File: src/sv/csdc_pkg.sv
// Shared types and constants for the C source delimiter checker.
package csdc_pkg;

    localparam int DEPTH_BITS_DEF = 16;
    localparam int LINE_BITS_DEF  = 24;
    localparam int REP_LINE_W     = 24;

    localparam logic [7:0] CH_NL     = 8'h0A;
    localparam logic [7:0] CH_DQUOTE = 8'h22;
    localparam logic [7:0] CH_APOS   = 8'h27;
    localparam logic [7:0] CH_LPAREN = 8'h28;
    localparam logic [7:0] CH_RPAREN = 8'h29;
    localparam logic [7:0] CH_STAR   = 8'h2A;
    localparam logic [7:0] CH_SLASH  = 8'h2F;
    localparam logic [7:0] CH_LBRACK = 8'h5B;
    localparam logic [7:0] CH_BSLASH = 8'h5C;
    localparam logic [7:0] CH_RBRACK = 8'h5D;
    localparam logic [7:0] CH_A      = 8'h61;
    localparam logic [7:0] CH_N      = 8'h6E;
    localparam logic [7:0] CH_T      = 8'h74;
    localparam logic [7:0] CH_LBRACE = 8'h7B;
    localparam logic [7:0] CH_RBRACE = 8'h7D;

    typedef enum logic [6:0] {
        MODE_CODE      = 7'b0000001,
        MODE_STRING    = 7'b0000010,
        MODE_COMMENT   = 7'b0000100,
        MODE_STAR      = 7'b0001000,
        MODE_LIT_OPEN  = 7'b0010000,
        MODE_LIT_ESC   = 7'b0100000,
        MODE_LIT_CLOSE = 7'b1000000
    } mode_t;

    typedef enum logic [1:0] {
        ERR_NONE   = 2'd0,
        ERR_ESCAPE = 2'd1,
        ERR_APOS   = 2'd2
    } err_t;

    // scanner control state
    typedef struct packed {
        mode_t mode;
        logic  slash;
        err_t  err;
    } ctl_t;

    // one result item
    typedef struct packed {
        logic                  char_valid;
        logic [7:0]            out_char;
        logic                  last_of_run;
        logic [REP_LINE_W-1:0] line_number;
        logic [1:0]            error_code;
        logic                  brace_unbalanced;
        logic                  bracket_unbalanced;
        logic                  paren_unbalanced;
        logic                  report_done;
    } res_t;

endpackage

File: src/sv/csdc_scan.sv
// Combinational scanner: next state and up to two results for one input byte.
module csdc_scan
    import csdc_pkg::*;
#(
    parameter int DEPTH_BITS = DEPTH_BITS_DEF,
    parameter int LINE_BITS  = LINE_BITS_DEF
)
(
    input  ctl_t                         ctl,
    input  logic signed [DEPTH_BITS-1:0] brace,
    input  logic signed [DEPTH_BITS-1:0] bracket,
    input  logic signed [DEPTH_BITS-1:0] paren,
    input  logic [LINE_BITS-1:0]         line,
    input  logic [7:0]                   text_byte,
    input  logic                         end_of_text,
    output ctl_t                         ctl_next,
    output logic signed [DEPTH_BITS-1:0] brace_next,
    output logic signed [DEPTH_BITS-1:0] bracket_next,
    output logic signed [DEPTH_BITS-1:0] paren_next,
    output logic [LINE_BITS-1:0]         line_next,
    output res_t                         res0,
    output res_t                         res1,
    output logic [1:0]                   res_cnt
);

    localparam logic signed [DEPTH_BITS-1:0] DMAX = {1'b0, {(DEPTH_BITS-1){1'b1}}};
    localparam logic signed [DEPTH_BITS-1:0] DMIN = {1'b1, {(DEPTH_BITS-1){1'b0}}};
    localparam logic [LINE_BITS-1:0]         LMAX = {LINE_BITS{1'b1}};

    function automatic logic [REP_LINE_W-1:0] line_rep(input logic [LINE_BITS-1:0] l);
        logic [LINE_BITS+REP_LINE_W-1:0] w;
        w = (LINE_BITS+REP_LINE_W)'(l);
        return w[REP_LINE_W-1:0];
    endfunction

    function automatic res_t char_res(input logic [7:0] ch,
                                      input logic [LINE_BITS-1:0] l,
                                      input err_t e);
        res_t r;
        r             = '0;
        r.char_valid  = 1'b1;
        r.out_char    = ch;
        r.line_number = line_rep(l);
        r.error_code  = e;
        return r;
    endfunction

    logic                 slash_first;
    logic [LINE_BITS-1:0] line_inc;
    err_t                 end_err;
    res_t                 report;

    assign line_inc = (line != LMAX) ? line + 1'b1 : line;

    always_comb
    begin
        end_err = ctl.err;
        if (ctl.err == ERR_NONE)
        begin
            if (ctl.mode == MODE_LIT_ESC)
                end_err = ERR_ESCAPE;
            else if (ctl.mode == MODE_LIT_OPEN || ctl.mode == MODE_LIT_CLOSE)
                end_err = ERR_APOS;
        end
        report                    = '0;
        report.line_number        = line_rep(line);
        report.error_code         = end_err;
        report.brace_unbalanced   = (brace != '0);
        report.bracket_unbalanced = (bracket != '0);
        report.paren_unbalanced   = (paren != '0);
        report.report_done        = 1'b1;
    end

    always_comb
    begin
        ctl_next     = ctl;
        brace_next   = brace;
        bracket_next = bracket;
        paren_next   = paren;
        line_next    = line;
        res0         = '0;
        res1         = '0;
        res_cnt      = 2'd0;
        slash_first  = 1'b0;

        if (end_of_text)
        begin
            if (end_err == ERR_NONE && ctl.slash)
            begin
                res0    = char_res(CH_SLASH, line, ERR_NONE);
                res1    = report;
                res_cnt = 2'd2;
            end
            else
            begin
                res0    = report;
                res_cnt = 2'd1;
            end
            ctl_next.mode  = MODE_CODE;
            ctl_next.slash = 1'b0;
            ctl_next.err   = ERR_NONE;
            brace_next     = '0;
            bracket_next   = '0;
            paren_next     = '0;
            line_next      = LINE_BITS'(1);
        end
        else if (ctl.err == ERR_NONE)
        begin
            case (ctl.mode)
                MODE_STRING:
                    if (text_byte == CH_DQUOTE)
                        ctl_next.mode = MODE_CODE;
                MODE_COMMENT:
                    if (text_byte == CH_STAR)
                        ctl_next.mode = MODE_STAR;
                MODE_STAR:
                    if (text_byte == CH_SLASH)
                        ctl_next.mode = MODE_CODE;
                    else if (text_byte != CH_STAR)
                        ctl_next.mode = MODE_COMMENT;
                MODE_LIT_OPEN:
                    ctl_next.mode = (text_byte == CH_BSLASH) ? MODE_LIT_ESC : MODE_LIT_CLOSE;
                MODE_LIT_ESC:
                    if (text_byte == CH_T || text_byte == CH_BSLASH ||
                        text_byte == CH_A || text_byte == CH_N)
                        ctl_next.mode = MODE_LIT_CLOSE;
                    else
                    begin
                        ctl_next.err  = ERR_ESCAPE;
                        ctl_next.mode = MODE_CODE;
                    end
                MODE_LIT_CLOSE:
                begin
                    if (text_byte != CH_APOS)
                        ctl_next.err = ERR_APOS;
                    ctl_next.mode = MODE_CODE;
                end
                default:
                begin
                    // code mode, and any stray code
                    ctl_next.mode = MODE_CODE;
                    if (text_byte == CH_SLASH)
                    begin
                        if (ctl.slash)
                        begin
                            res0    = char_res(CH_SLASH, line, ERR_NONE);
                            res_cnt = 2'd1;
                        end
                        ctl_next.slash = 1'b1;
                    end
                    else if (text_byte == CH_STAR)
                    begin
                        if (ctl.slash)
                            ctl_next.mode = MODE_COMMENT;
                        else
                        begin
                            res0    = char_res(CH_STAR, line, ERR_NONE);
                            res_cnt = 2'd1;
                        end
                        ctl_next.slash = 1'b0;
                    end
                    else
                    begin
                        // held slash goes out first
                        ctl_next.slash = 1'b0;
                        slash_first    = ctl.slash;
                        if (ctl.slash)
                        begin
                            res0    = char_res(CH_SLASH, line, ERR_NONE);
                            res_cnt = 2'd1;
                        end
                        case (text_byte)
                            CH_NL:
                            begin
                                line_next = line_inc;
                                if (slash_first)
                                begin
                                    res1    = char_res(CH_NL, line_inc, ERR_NONE);
                                    res_cnt = 2'd2;
                                end
                                else
                                begin
                                    res0    = char_res(CH_NL, line_inc, ERR_NONE);
                                    res_cnt = 2'd1;
                                end
                            end
                            CH_APOS:   ctl_next.mode = MODE_LIT_OPEN;
                            CH_DQUOTE: ctl_next.mode = MODE_STRING;
                            CH_LBRACE:
                                if (brace != DMAX) brace_next = brace + 1'b1;
                            CH_RBRACE:
                                if (brace != DMIN) brace_next = brace - 1'b1;
                            CH_LBRACK:
                                if (bracket != DMAX) bracket_next = bracket + 1'b1;
                            CH_RBRACK:
                                if (bracket != DMIN) bracket_next = bracket - 1'b1;
                            CH_LPAREN:
                                if (paren != DMAX) paren_next = paren + 1'b1;
                            CH_RPAREN:
                                if (paren != DMIN) paren_next = paren - 1'b1;
                            default:
                                if (slash_first)
                                begin
                                    res1    = char_res(text_byte, line, ERR_NONE);
                                    res_cnt = 2'd2;
                                end
                                else
                                begin
                                    res0    = char_res(text_byte, line, ERR_NONE);
                                    res_cnt = 2'd1;
                                end
                        endcase
                    end
                end
            endcase
        end

        if (res_cnt == 2'd1)
            res0.last_of_run = 1'b1;
        else if (res_cnt == 2'd2)
            res1.last_of_run = 1'b1;
    end

endmodule

File: config.mk
export PLATFORM = sky130hd
export DESIGN_NAME = csdc_scan
export DESIGN_NICKNAME = d
export VERILOG_FILES = /design/src/sv/csdc_pkg.sv /design/src/sv/csdc_scan.sv
export SDC_FILE = /design/constraint.sdc
export NUM_CORES = 1
export LEC_CHECK = 0
export BUFFER_PORTS_ARGS = -buffer_cell sky130_fd_sc_hd__buf_4
export CAP_MARGIN = 20
export CORE_MARGIN = 2
export CORE_UTILIZATION = 48
export DETAILED_ROUTE_END_ITERATION = 8
export PLACE_DENSITY = 0.81
export SLEW_MARGIN = 20
export SYNTH_ARGS = -nofsm -noshare
export SYNTH_HDL_FRONTEND = slang
export SYNTH_SLANG_ARGS = --single-unit
File: constraint.sdc
create_clock -name vclk -period 3.21
set_input_delay 0.642 -clock vclk [all_inputs]
set_output_delay 0.642 -clock vclk [all_outputs]
set_load 0.02 [all_outputs]
==> results of run 1 <==
[per-stage QoR]
step | area [sq um] | setup slack, ns | setup TNS, ns | utilization | hold WS [ns]
after detailed placement | 11180 | -0.3498 | -25.96 | 0.8083 | 1.652
after CTS | 12850 | -0.1551 | -2.786 | 0.9295 | 1.653
after floorplan | 7227 | -0.2301 | -2.328 | - | 1.422
after global placement | 11170 | -0.4905 | -21.98 | 0.8080 | 1.625
[kinds of logic after synthesis]
family          Yosys count  share of synthesized area
mux                       9                    0.01401
buf+inv                 159                    0.09292
xor+xnor                 41                    0.05291
other cells               1                  0.0005526
compound gates          387                     0.3685
fa+ha+maj                 9                    0.01659
simple gates            577                     0.4545
[routing by layer]
metal,GRT usage,GRT overflow
met3,0.7232,0
met1,0.7968,0
met2,0.9275,2
met4,0.7601,6
met5,0.3819,0
[repair_timing]
action | CTS
cloned | 4
setup buffers | 44
endpoints found under the setup margin | 136
resized for setup | 288
pin swaps | 84
==> results.md, run 1 <==
* Largest net degree at the start of global routing at 51
* Synth cell types at 80
* Gate Count Post-Synth at 1183
* Vias in the first global route at 15837
* Cell area after synthesis at 6787 sq um
* Ys Warns at 0
* Top-count cell post-synth: nor2_1
* CTS Hold Bufs at 0
* Status: did not finish
* Die Wd at 122.9 microns
* Placed cell count at 1793
* Run Error: [ERROR GRT-0116] Global routing finished with congestion. Check the congestion regions in the DRC Viewer.
* Detailed Place HPWL at 29030 microns
* Port Buffers at 253
* Core Rows at 43
* Synth top cells by count: nor2_1 (132), clkbuf_1 (101), a21oi_1 (100)
* Seq/Total Area, Yosys at 0
* GRT overflow at 8
* Area contributors post-synth: a21oi_1 (7.4%), nor2_1 (7.3%), o21ai_0 (7.2%), clkbuf_1 (5.6%), nor3_1 (5.2%)
* # IOs at 255
* Die height at 122.9 microns
* Initial Utilization at 0.4908
* First-pass GRT wire length at 92670 microns
* Fail Step: global routing (5_1_grt)
* Post-synth top area share at 0.07375
* Total track usage at 0.8015
* Mean Syn Cell Area at 5.737 sq um
* Gpl congestion at 1.133
* Synth area leader: a21oi_1
==> run 2, diff against run 1 <==
--- a/config.mk
+++ b/config.mk
@@ -8,9 +8,9 @@
 export BUFFER_PORTS_ARGS = -buffer_cell sky130_fd_sc_hd__buf_4
 export CAP_MARGIN = 20
 export CORE_MARGIN = 2
-export CORE_UTILIZATION = 48
+export CORE_UTILIZATION = 35
 export DETAILED_ROUTE_END_ITERATION = 8
-export PLACE_DENSITY = 0.81
+export PLACE_DENSITY_LB_ADDON = 0.15
 export SLEW_MARGIN = 20
 export SYNTH_ARGS = -nofsm -noshare
 export SYNTH_HDL_FRONTEND = slang
==> constraint.sdc (replaced) <==
create_clock -name vclk -period 4.15
set_input_delay 0.83 -clock vclk [all_inputs]
set_output_delay 0.83 -clock vclk [all_outputs]
set_load 0.02 [all_outputs]
==> run 2 against run 1 <==
The flow now finishes without violations; area after synthesis stayed put; synthesized cell count stayed put.
==> results.md, run 2 <==
* Status: complete, no violations
* Post-Synth Adder-Cell Area at 0.01659 (unchanged)
* FFs & Latches at 0
* Final instance area at 9439 sq um
* Fillers at 2028
* Fin crit share at 0.9701
* Gate Count Post-Synth at 1183 (unchanged)
* Global Route met1 Usage at 0.4478
* Area of the core at 18890 sq um
* Setup crit start kind: input port
* Simple-gate portion of the synthesized area at 0.4545 (unchanged)
* DR pass1 iterations at 6
* Worst hold path class: in -> out
* GR Layer Usage met2 at 0.4679
* Power, Total at 770.8 uW
* Synth top cells by count: nor2_1 (132), clkbuf_1 (101), a21oi_1 (100)
* Area contributors post-synth: a21oi_1 (7.4%), nor2_1 (7.3%), o21ai_0 (7.2%), clkbuf_1 (5.6%), nor3_1 (5.2%)
* Fin Setup TNS at 0 ns
* Gpl congestion at 1.007 (-11%)
* Layout cell share with drive strength beyond 1 at 0.2846
* Nets@finish at 1532
* Busiest layer in global routing: met2
* LEAKAGE at 3.730 nW
* Crit Path Class: in -> out
* Commonest non-fill, non-tap cells in the layout: buf_4 (363), nor2_1 (132), a21oi_1 (100)
* Sw Ratio at 0.6073
* Cell area after synthesis at 6787 sq um (unchanged)
* Utilization after layout at 0.4996
* Max cap viols at 0
* Multi-input logic area at 6198 sq um
* Synth area leader: a21oi_1
* Die Wd at 143.3 microns (+17%)
* Maximum clock rate at 248.4 MHz
* Mean Syn Cell Area at 5.737 sq um (unchanged)
* Main combinational cell family by area after synthesis: simple AND/OR/NAND/NOR gates
* CTS Hold Bufs at 0 (unchanged)
* Initial drt markers at 1167
* Worst EP required at 3.32 ns
* Synth cell types at 80 (unchanged)
* Initial Utilization at 0.3592 (-0.1316)
* Die area at 20520 sq um
* Compound-cell area share of the yosys netlist at 0.3685 (unchanged)
* Final hold violation count at 0
* DRC Markers at 0
* Seq/Total Area, Yosys at 0 (unchanged)
* Post-route ant nets at 0
* Clkbuf count at 0
* Total track usage at 0.3077
* Met3 usage at 0.05466
* Port Buffers at 253 (unchanged)
* Data arrival time of the critical path at 3.20 ns
* N_diodes at 0
* Mux cell area share after synthesis at 0.01401 (unchanged)
* Top-count cell post-synth: nor2_1
* Detailed Place HPWL at 26070 microns (-10%)
* Via-to-Cell Ratio at 6.262
* Flip-flop and latch area at 0 sq um
* Routed WL at 33550 microns
* RSZ-0062 raised after global routing: false
* GRT overflow at 0
* Vias in the first global route at 9364
* # IOs at 255 (unchanged)
* Die height at 143.3 microns (+17%)
* Post-synth top area share at 0.07375 (unchanged)
* Crit-path max FO at 12
* DR vias at 10582
* Period minus WS final at 4.026 ns
* First-pass GRT wire length at 51450 microns
* Post-place instance area at 9398 sq um (-16%)
* Clock Power Share at 0
* Worst setup EP type: output port
* Worst-Margin Slew at 0.8959 ns
* Seq pwr share at 0
* Max IR drop VDD at 0.03863 mV
* Max-slew headroom at 0.3873
* Net Sw Power at 468.1 uW
* Commonest non-fill, non-tap cell in the layout: buf_4
* Post-synthesis xor/xnor area fraction at 0.05291 (unchanged)
* Syn-to-layout area delta at 39.09%
* Core Rows at 50 (+16%)
* DR WL/cell at 19.85 microns
* Endpoints failing setup at 0
* Initial antenna violation count at 0
* Int Pwr at 302.7 uW
* Largest net degree at the start of global routing at 71
* PD cells at 81.66 nW/um^2
* Ys Warns at 0 (unchanged)
* Final Max Slew Viols at 0
* Combinational share of power at 1.000
==> run 2: cell counts after synthesis <==
No cell type changed its count.
==> run 2: power by group through the flow <==
stage / clock (mW) / sequential [mW] / combinational (mW)
2_1_floorplan: 0 / 0 / 0.418
6_report: 0 / 0 / 0.771
5_1_grt: 0 / 0 / 0.825
3_5_place_dp: 0 / 0 / 0.758
3_3_place_gp: 0 / 0 / 0.755
4_1_cts: 0 / 0 / 0.760
==> run 2: cells by family after synthesis <==
logic type	after synthesis
multiplexers	9
other	1
AO/OA/AOI/OAI	387
buffers and inverters	159
XOR/XNOR	41
AND/OR/NAND/NOR	577
adder cells (fa/ha/maj)	9
==> run 2: layout make-up <==
type               instances  share of cell area
multi-input cells       1025              0.6567
inverters                 40             0.01591
repair buffers           365              0.2929
well taps                260             0.03446
==> run 2: per-layer routing <==
layer / wire [microns] / vias to the layer above
met2: 14450 / 628
met4: 840 / 0
met3: 3844 / 61
met1: 14420 / 4903
met5: 0 / -
li1: - / 4990
==> run 2: repair_timing <==
action                                  4_1_cts  5_1_grt
hold endpoints to repair                      0        0
endpoints found under the setup margin        0        7
gates resized for setup                       0        8
buffers inserted                              0        1
==> run 2: final timing paths <==
check	startpoint	to	slack [ns]	depth (start not counted)
worst max-delay path	text_byte[7]	res0[30]	0.12	9
worst min-delay path	brace[11]	brace_next[11]	2.00	3
==> run 2: stage by stage <==
| step | hold WS (ns) | setup slack [ns] | std cells |
|---|---|---|---|
| 6_report | 2.003 | 0.1240 | 1690 |
| 5_1_grt | 2.031 | 0.001884 | 1690 |
| 4_1_cts | 2.001 | 0.01664 | 1689 |
| 3_5_place_dp | 1.999 | 0.02442 | 1689 |
| 3_3_place_gp | 1.990 | -0.05116 | 1689 |
| 2_1_floorplan | 1.833 | 0.02252 | 1184 |
==> run 2: critical path, stage by stage <==
cell     delay (ns)
buf_4          0.15
or2_2          0.34
or4_1          0.59
buf_4          0.20
nand3_1        0.24
nor2_1         0.16
a21oi_1        0.37
and2_1         0.19
buf_4          0.13
Note: power is estimated with default switching activity, not from simulation.
